$ cat src/hw/rtl/pmsfp_pkg.sv
// Package for the particulate sensor frame parser.
// Holds frame constants and the result item type; no dependencies.
`timescale 1ns / 1ps
`default_nettype none

package pmsfp_pkg;

    localparam logic [7:0] HDR_FIRST         = 8'd66;
    localparam logic [7:0] HDR_SECOND        = 8'd77;
    localparam logic [7:0] HDR_SUM           = 8'd143;
    localparam logic [8:0] DEFAULT_FRAME_LEN = 9'd24;
    localparam logic [8:0] LEN_OVERHEAD      = 9'd4;

    // First and last frame positions that carry concentration bytes.
    localparam logic [8:0] VALUE_FIRST_POS   = 9'd4;
    localparam logic [8:0] VALUE_LAST_POS    = 9'd15;
    localparam int         NUM_VALUES        = 6;

    // Highest position ever reached: length byte 255 plus overhead, minus one.
    localparam logic [8:0] MAX_POS           = 9'd258;

    typedef struct packed {
        logic [15:0] pm1_std;
        logic [15:0] pm25_std;
        logic [15:0] pm10_std;
        logic [15:0] pm1_factory;
        logic [15:0] pm25_factory;
        logic [15:0] pm10_factory;
        logic        frame_status;
    } result_t;

endpackage

`default_nettype wire

$ cat src/hw/rtl/pm_sensor_long_frame_parser.sv
// Top level of the particulate sensor frame parser.
// Depends on pmsfp_pkg for frame constants and the result item type.
`timescale 1ns / 1ps
`default_nettype none

// The parser takes one received serial byte per clock cycle and gives one
// result item at the last byte of each frame, carrying the six big-endian
// concentrations and a status bit (0 checksum matched, 1 checksum error).
// Each byte is handled in the cycle it is accepted, and a frame's result is
// registered as its last byte is accepted. Results leave through an output
// register backed by one skid entry; in_stall rises only while that skid
// entry holds a result, which happens when a frame ends while the output is
// stalled. With a free output the parser sustains one byte per cycle.
module pm_sensor_long_frame_parser
    import pmsfp_pkg::*;
(
    input  wire logic        clk,
    input  wire logic        rst_n,
    input  wire logic        in_valid,
    output logic             in_stall,
    input  wire logic [7:0]  rx_byte,
    output logic             out_valid,
    input  wire logic        out_stall,
    output logic [15:0]      pm1_std,
    output logic [15:0]      pm25_std,
    output logic [15:0]      pm10_std,
    output logic [15:0]      pm1_factory,
    output logic [15:0]      pm25_factory,
    output logic [15:0]      pm10_factory,
    output logic             frame_status
);

    logic [8:0]  pos_reg, pos_next;
    logic [8:0]  len_reg, len_next;
    logic [16:0] sum_reg, sum_next;
    logic [15:0] cksum_reg, cksum_next;
    logic [15:0] val_reg  [NUM_VALUES];
    logic [15:0] val_next [NUM_VALUES];

    logic        out_valid_reg, out_valid_next;
    result_t     out_data_reg, out_data_next;
    logic        skid_valid_reg, skid_valid_next;
    result_t     skid_data_reg, skid_data_next;

    logic        accept;
    logic        in_body;
    logic [8:0]  len_eff;
    logic [9:0]  pos_plus1;
    logic [9:0]  pos_plus2;
    logic        frame_end;
    logic        res_valid;
    result_t     res;

    assign accept    = in_valid && !in_stall;
    assign in_body   = (pos_reg >= 9'd2);
    assign len_eff   = (pos_reg == 9'd3) ? ({1'b0, rx_byte} + LEN_OVERHEAD) : len_reg;
    assign pos_plus1 = {1'b0, pos_reg} + 10'd1;
    assign pos_plus2 = {1'b0, pos_reg} + 10'd2;
    assign frame_end = in_body && (pos_plus1 >= {1'b0, len_eff});
    assign res_valid = accept && frame_end;

    // Frame state update for the byte at the input.
    always_comb
    begin
        pos_next   = pos_reg;
        len_next   = len_reg;
        sum_next   = sum_reg;
        cksum_next = cksum_reg;
        for (int i = 0; i < NUM_VALUES; i++)
        begin
            val_next[i] = val_reg[i];
        end

        if (accept)
        begin
            if (pos_reg == 9'd0)
            begin
                if (rx_byte == HDR_FIRST)
                begin
                    sum_next   = '0;
                    cksum_next = '0;
                    for (int i = 0; i < NUM_VALUES; i++)
                    begin
                        val_next[i] = '0;
                    end
                    pos_next = 9'd1;
                end
            end
            else if (pos_reg == 9'd1)
            begin
                pos_next = (rx_byte == HDR_SECOND) ? 9'd2 : 9'd0;
            end
            else
            begin
                if (pos_reg == 9'd2)
                begin
                    sum_next = {9'd0, HDR_SUM} + {9'd0, rx_byte};
                end
                else
                begin
                    len_next = len_eff;
                    if (pos_reg >= VALUE_FIRST_POS && pos_reg <= VALUE_LAST_POS)
                    begin
                        for (int i = 0; i < NUM_VALUES; i++)
                        begin
                            if (pos_reg == VALUE_FIRST_POS + 9'(2 * i))
                            begin
                                val_next[i] = {rx_byte, 8'd0};
                            end
                            else if (pos_reg == VALUE_FIRST_POS + 9'(2 * i + 1))
                            begin
                                val_next[i] = {val_reg[i][15:8], rx_byte};
                            end
                        end
                    end
                    if (pos_plus2 < {1'b0, len_eff})
                    begin
                        sum_next = sum_reg + {9'd0, rx_byte};
                    end
                end
                cksum_next = {cksum_reg[7:0], rx_byte};
                pos_next   = frame_end ? 9'd0 : pos_plus1[8:0];
            end
        end
    end

    // The result reflects the state after the last byte has been taken in.
    always_comb
    begin
        res.pm1_factory  = val_next[0];
        res.pm25_factory = val_next[1];
        res.pm10_factory = val_next[2];
        res.pm1_std      = val_next[3];
        res.pm25_std     = val_next[4];
        res.pm10_std     = val_next[5];
        res.frame_status = (sum_next != {1'b0, cksum_next});
    end

    // Output register with one skid entry behind it.
    always_comb
    begin
        out_valid_next  = out_valid_reg;
        out_data_next   = out_data_reg;
        skid_valid_next = skid_valid_reg;
        skid_data_next  = skid_data_reg;
        if (!out_valid_reg || !out_stall)
        begin
            if (skid_valid_reg)
            begin
                out_valid_next  = 1'b1;
                out_data_next   = skid_data_reg;
                skid_valid_next = 1'b0;
            end
            else
            begin
                out_valid_next = res_valid;
                out_data_next  = res;
            end
        end
        else if (res_valid)
        begin
            skid_valid_next = 1'b1;
            skid_data_next  = res;
        end
    end

    always_ff @(posedge clk or negedge rst_n)
    begin
        if (!rst_n)
        begin
            pos_reg        <= '0;
            len_reg        <= DEFAULT_FRAME_LEN;
            sum_reg        <= '0;
            cksum_reg      <= '0;
            for (int i = 0; i < NUM_VALUES; i++)
            begin
                val_reg[i] <= '0;
            end
            out_valid_reg  <= 1'b0;
            skid_valid_reg <= 1'b0;
        end
        else
        begin
            pos_reg        <= pos_next;
            len_reg        <= len_next;
            sum_reg        <= sum_next;
            cksum_reg      <= cksum_next;
            for (int i = 0; i < NUM_VALUES; i++)
            begin
                val_reg[i] <= val_next[i];
            end
            out_valid_reg  <= out_valid_next;
            skid_valid_reg <= skid_valid_next;
        end
    end

    always_ff @(posedge clk)
    begin
        out_data_reg  <= out_data_next;
        skid_data_reg <= skid_data_next;
    end

    assign in_stall     = skid_valid_reg;
    assign out_valid    = out_valid_reg;
    assign pm1_std      = out_data_reg.pm1_std;
    assign pm25_std     = out_data_reg.pm25_std;
    assign pm10_std     = out_data_reg.pm10_std;
    assign pm1_factory  = out_data_reg.pm1_factory;
    assign pm25_factory = out_data_reg.pm25_factory;
    assign pm10_factory = out_data_reg.pm10_factory;
    assign frame_status = out_data_reg.frame_status;

    // The skid entry is only filled behind a held output.
    a_skid_behind_out: assert property (@(posedge clk) disable iff (!rst_n)
        skid_valid_reg |-> out_valid_reg)
        else $error("skid entry valid while output register empty");

    // A stalled result is never dropped.
    a_out_hold: assert property (@(posedge clk) disable iff (!rst_n)
        (out_valid_reg && out_stall) |=> out_valid_reg)
        else $error("stalled result lost");

    a_pos_range: assert property (@(posedge clk) disable iff (!rst_n)
        pos_reg <= MAX_POS)
        else $error("byte position beyond longest frame");

    a_len_min: assert property (@(posedge clk) disable iff (!rst_n)
        len_reg >= LEN_OVERHEAD)
        else $error("frame length below overhead");

    // A frame result always returns the parser to header hunting.
    a_end_restarts: assert property (@(posedge clk) disable iff (!rst_n)
        res_valid |=> (pos_reg == 9'd0))
        else $error("parser did not restart after frame end");

endmodule

`default_nettype wire

$ cat config.mk
export PLATFORM = sky130hd
export DESIGN_NAME = pm_sensor_long_frame_parser
export DESIGN_NICKNAME = d
export VERILOG_FILES = /design/src/hw/rtl/pmsfp_pkg.sv /design/src/hw/rtl/pm_sensor_long_frame_parser.sv
export SDC_FILE = /design/constraint.sdc
export NUM_CORES = 1
export LEC_CHECK = 0
export BUFFER_PORTS_ARGS = -buffer_cell sky130_fd_sc_hd__buf_4
export CAP_MARGIN = 15
export CORE_MARGIN = 2
export CORE_UTILIZATION = 55
export CTS_CLUSTER_DIAMETER = 150
export DETAILED_ROUTE_END_ITERATION = 16
export PLACE_DENSITY = 0.83
export SYNTH_ARGS = -nofsm -noshare
export SYNTH_HDL_FRONTEND = slang
export SYNTH_SLANG_ARGS = --single-unit
$ cat constraint.sdc
create_clock -name clk -period 16.8 [get_ports clk]
set_input_delay 1.68 -clock clk [delete_from_list [all_inputs] [get_ports clk]]
set_output_delay 1.68 -clock clk [all_outputs]
set_load 0.005 [all_outputs]
==> results.toml <==
[run_status]
outcome = "finished clean"

[logic_synthesis]
avgSynthCellArea_um2 = 12.5
ys_top_cells_by_count = "edfxtp_1 (194), nand2_1 (154), dfrtp_1 (147)"
synth_nets = 1305
synth_top_area_cell = "edfxtp_1"
synth-edff-count = 194
synth_cells = 1258
syn_area_um2 = 15800
synth_top_cell_area_share = 0.369
yosysWarningCount = 0
synth.most_common_cell = "edfxtp_1"
synth_cell_types = 103
ys_ff_latch = 343
async_flop_share = 0.434
ys_seq_area_frac = 0.605
synthFlopType = "edfxtp_1"
yosys-top-cells-area = "edfxtp_1 (37%), dfrtp_1 (23%), mux2_2 (6.8%)"

[global_routing]
grt_usage = 0.262
grt_pass1_wl_um = 61900
first_global_vias = 10800
antenna_found_initial = 0
grt_max_degree = 82
grt_overflow = 0

[placement]
portBuffers = 110
dp_hpwl_um = 25200
dp.cells = 1698
gp_congestion = 0.891

[finish]
largest_reg_flops = 97
stdcell_count = 1760
fin_nets = 1397
drive_gt1_frac = 0.241
final_util = 0.633
diodes = 0
fill_cells = 2059
area_growth_syn_to_layout_pct = 14.1

[critical_path]
reg2reg_depth = 14
reg2reg_from = "pos_reg[0]$_DFFE_PN0P_"
r2r_end = "frame_status$_DFFE_PN_"
rrSetupSlack_ns = 11.68
worstPathRequired_ns = 17.02
critical_path_class = "in2reg"
endpoint_kind = "register"
crit_path_start_kind = "input pin"
crit_fanout = 23
arrival_ns = 5.69

[floorplan]
chipHeight_um = 173
io_pins = 111
die_area_um2 = 30100
die_w_um = 173
rows = 62
initial_utilization = 0.554
core_um2 = 28500

[route]
vias_per_cell = 6.14
dr.pass1.iters = 7
wl_um = 38900
drcViolationCount = 0
routed-via-count = 10800
drtIter0Drc = 1208
routedWlPerCell_um = 22.1
final_antenna_net_count = 0

[power]
powerDensity_nw_per_um2 = 164
irDropWorstVdd_mv = 0.117
power_mw = 2.95
p_leak_nw = 7.81

[timing]
rsz0062_at_grt = "no"
fin_tns_setup_ns = 0
maxSlewViolCount = 0
fin_crit_sh = 0.326
period_needed_ns = 5.47
tightest_slew_ns = 1.13
relSlewSlack = 0.245
hold-worst-slack_ns = 0.491
max_freq_mhz = 183
setup_viol = 0
hold_viol = 0
skew_ns = 0.0263

[clock_tree]
root_buffer = "clkbuf_16"
cts_tree = "yes"
holdBufCountCts = 0
cts_buffer_depth = 3
numCtsBuffers = 34
clock_sinks = 343
clkTransAtPathRegs_ns = 0.07
htree_num_levels = 2
cts_resized = 0
clkLatencyLatePin_ns = 0.53
post_cts_buffers = 0

[hold_path]
min_path_type = "reg2reg"
hp-start = "len_reg[7]$_DFFE_PN0P_"
whs_endpoint = "len_reg[7]$_DFFE_PN0P_"
holdPathStages = 2

[job]
maxCapViolations = 0
[area by class of cell]
class,instances,area [um2],share of cell area
clock buffer,43,926,0.0514
multi-input combinational,822,5780,0.321
sequential,343,9560,0.531
tap,384,480,0.0267
inverter,25,95.1,0.00528
timing repair buffer,124,935,0.0519
clock inverter,19,235,0.0131
[critical path, cell delays in order]
cell and delay [ns]:
buf_4 0.32, and3_1 0.27, xor2_1 0.08, mux2i_1 0.25, ha_1 0.31, inv_1 0.10
a311oi_1 0.07, a2111oi_2 0.59, or2_1 0.54, o32ai_1 0.20, or3_1 0.39, a211oi_2 0.23
nand4_1 0.15, nor4b_2 0.34, a41oi_1 0.16
[power by group]
| group | switching (mW) | total (mW) | internal, mW |
|---|---|---|---|
| Sequential | 0.0747 | 1.12 | 1.04 |
| Clock | 0.325 | 0.784 | 0.459 |
| Combinational | 0.643 | 1.05 | 0.403 |
[worst max path at each step]
stage                                             to  cells after the start        from  slack [ns]
after floorplan           skid_data_reg[0]$_DFFE_PP_                      2   out_stall        5.19
final                         frame_status$_DFFE_PN_                     15  rx_byte[4]       11.33
after CTS                     frame_status$_DFFE_PN_                     15  rx_byte[4]       11.40
after detailed placement      frame_status$_DFFE_PN_                     15  rx_byte[4]       10.84
after global routing          frame_status$_DFFE_PN_                     15  rx_byte[4]       11.04
after global placement        frame_status$_DFFE_PN_                     15  rx_byte[4]       11.03
[layout by cell type, fill, tap and decap left out, types with 4 or more instances in the layout]
| master | count |
|---|---|
| a21oi_1 | 26 |
| ha_1 | 34 |
| nor2_1 | 71 |
| nor4_1 | 7 |
| nand2b_1 | 9 |
| a22o_1 | 60 |
| edfxtp_1 | 194 |
| nor3_1 | 8 |
| and3_1 | 12 |
| nand3_1 | 27 |
| o211ai_1 | 13 |
| mux2i_1 | 5 |
| o31ai_1 | 9 |
| a22oi_1 | 6 |
| or3_1 | 4 |
| nor2b_1 | 7 |
| and2_1 | 4 |
| clkbuf_1 | 6 |
| nand4_1 | 11 |
| inv_1 | 24 |
| a21o_1 | 8 |
| mux2_2 | 96 |
| a211oi_1 | 5 |
| clkbuf_16 | 35 |
| clkinv_2 | 8 |
| a31oi_1 | 17 |
| o21ai_1 | 5 |
| buf_4 | 123 |
| bufinv_16 | 4 |
| o21ai_0 | 87 |
| xor2_1 | 14 |
| or2_2 | 8 |
| xnor2_1 | 17 |
| nand2_1 | 153 |
| dfrtp_1 | 147 |
[stage by stage]
| step | instance area (um2) | setup WS (ns) |
|---|---|---|
| floorplan | 15800 | 5.19 |
| global placement | 16900 | 11.03 |
| detailed placement | 16900 | 10.84 |
| CTS | 18000 | 11.40 |
| global route | 18000 | 11.04 |
| finish | 18000 | 11.33 |
[logic make-up (layout without fill, tap and decap cells)]
group	Yosys count	after routing	synth area share
xor gates and xnor gates	32	32	0.0189
muxes	102	102	0.0726
and+or+nand+nor	354	354	0.109
adders and majority gates	36	36	0.0289
DFF	343	343	0.605
buffers and inverters	93	211	0.0295
AOI/OAI and AO/OA	298	298	0.136
[per-layer routing]
metal  share of wire  up-vias  track usage  wire (um)
met2            0.47      483        0.416      18200
li1                -     4878            -          -
met4           0.035        0        0.104       1350
met3           0.064      102       0.0371       2490
met5               0        -            0          0
met1            0.43     5351        0.368      16900
Note: power is estimated with default switching activity, not from simulation.
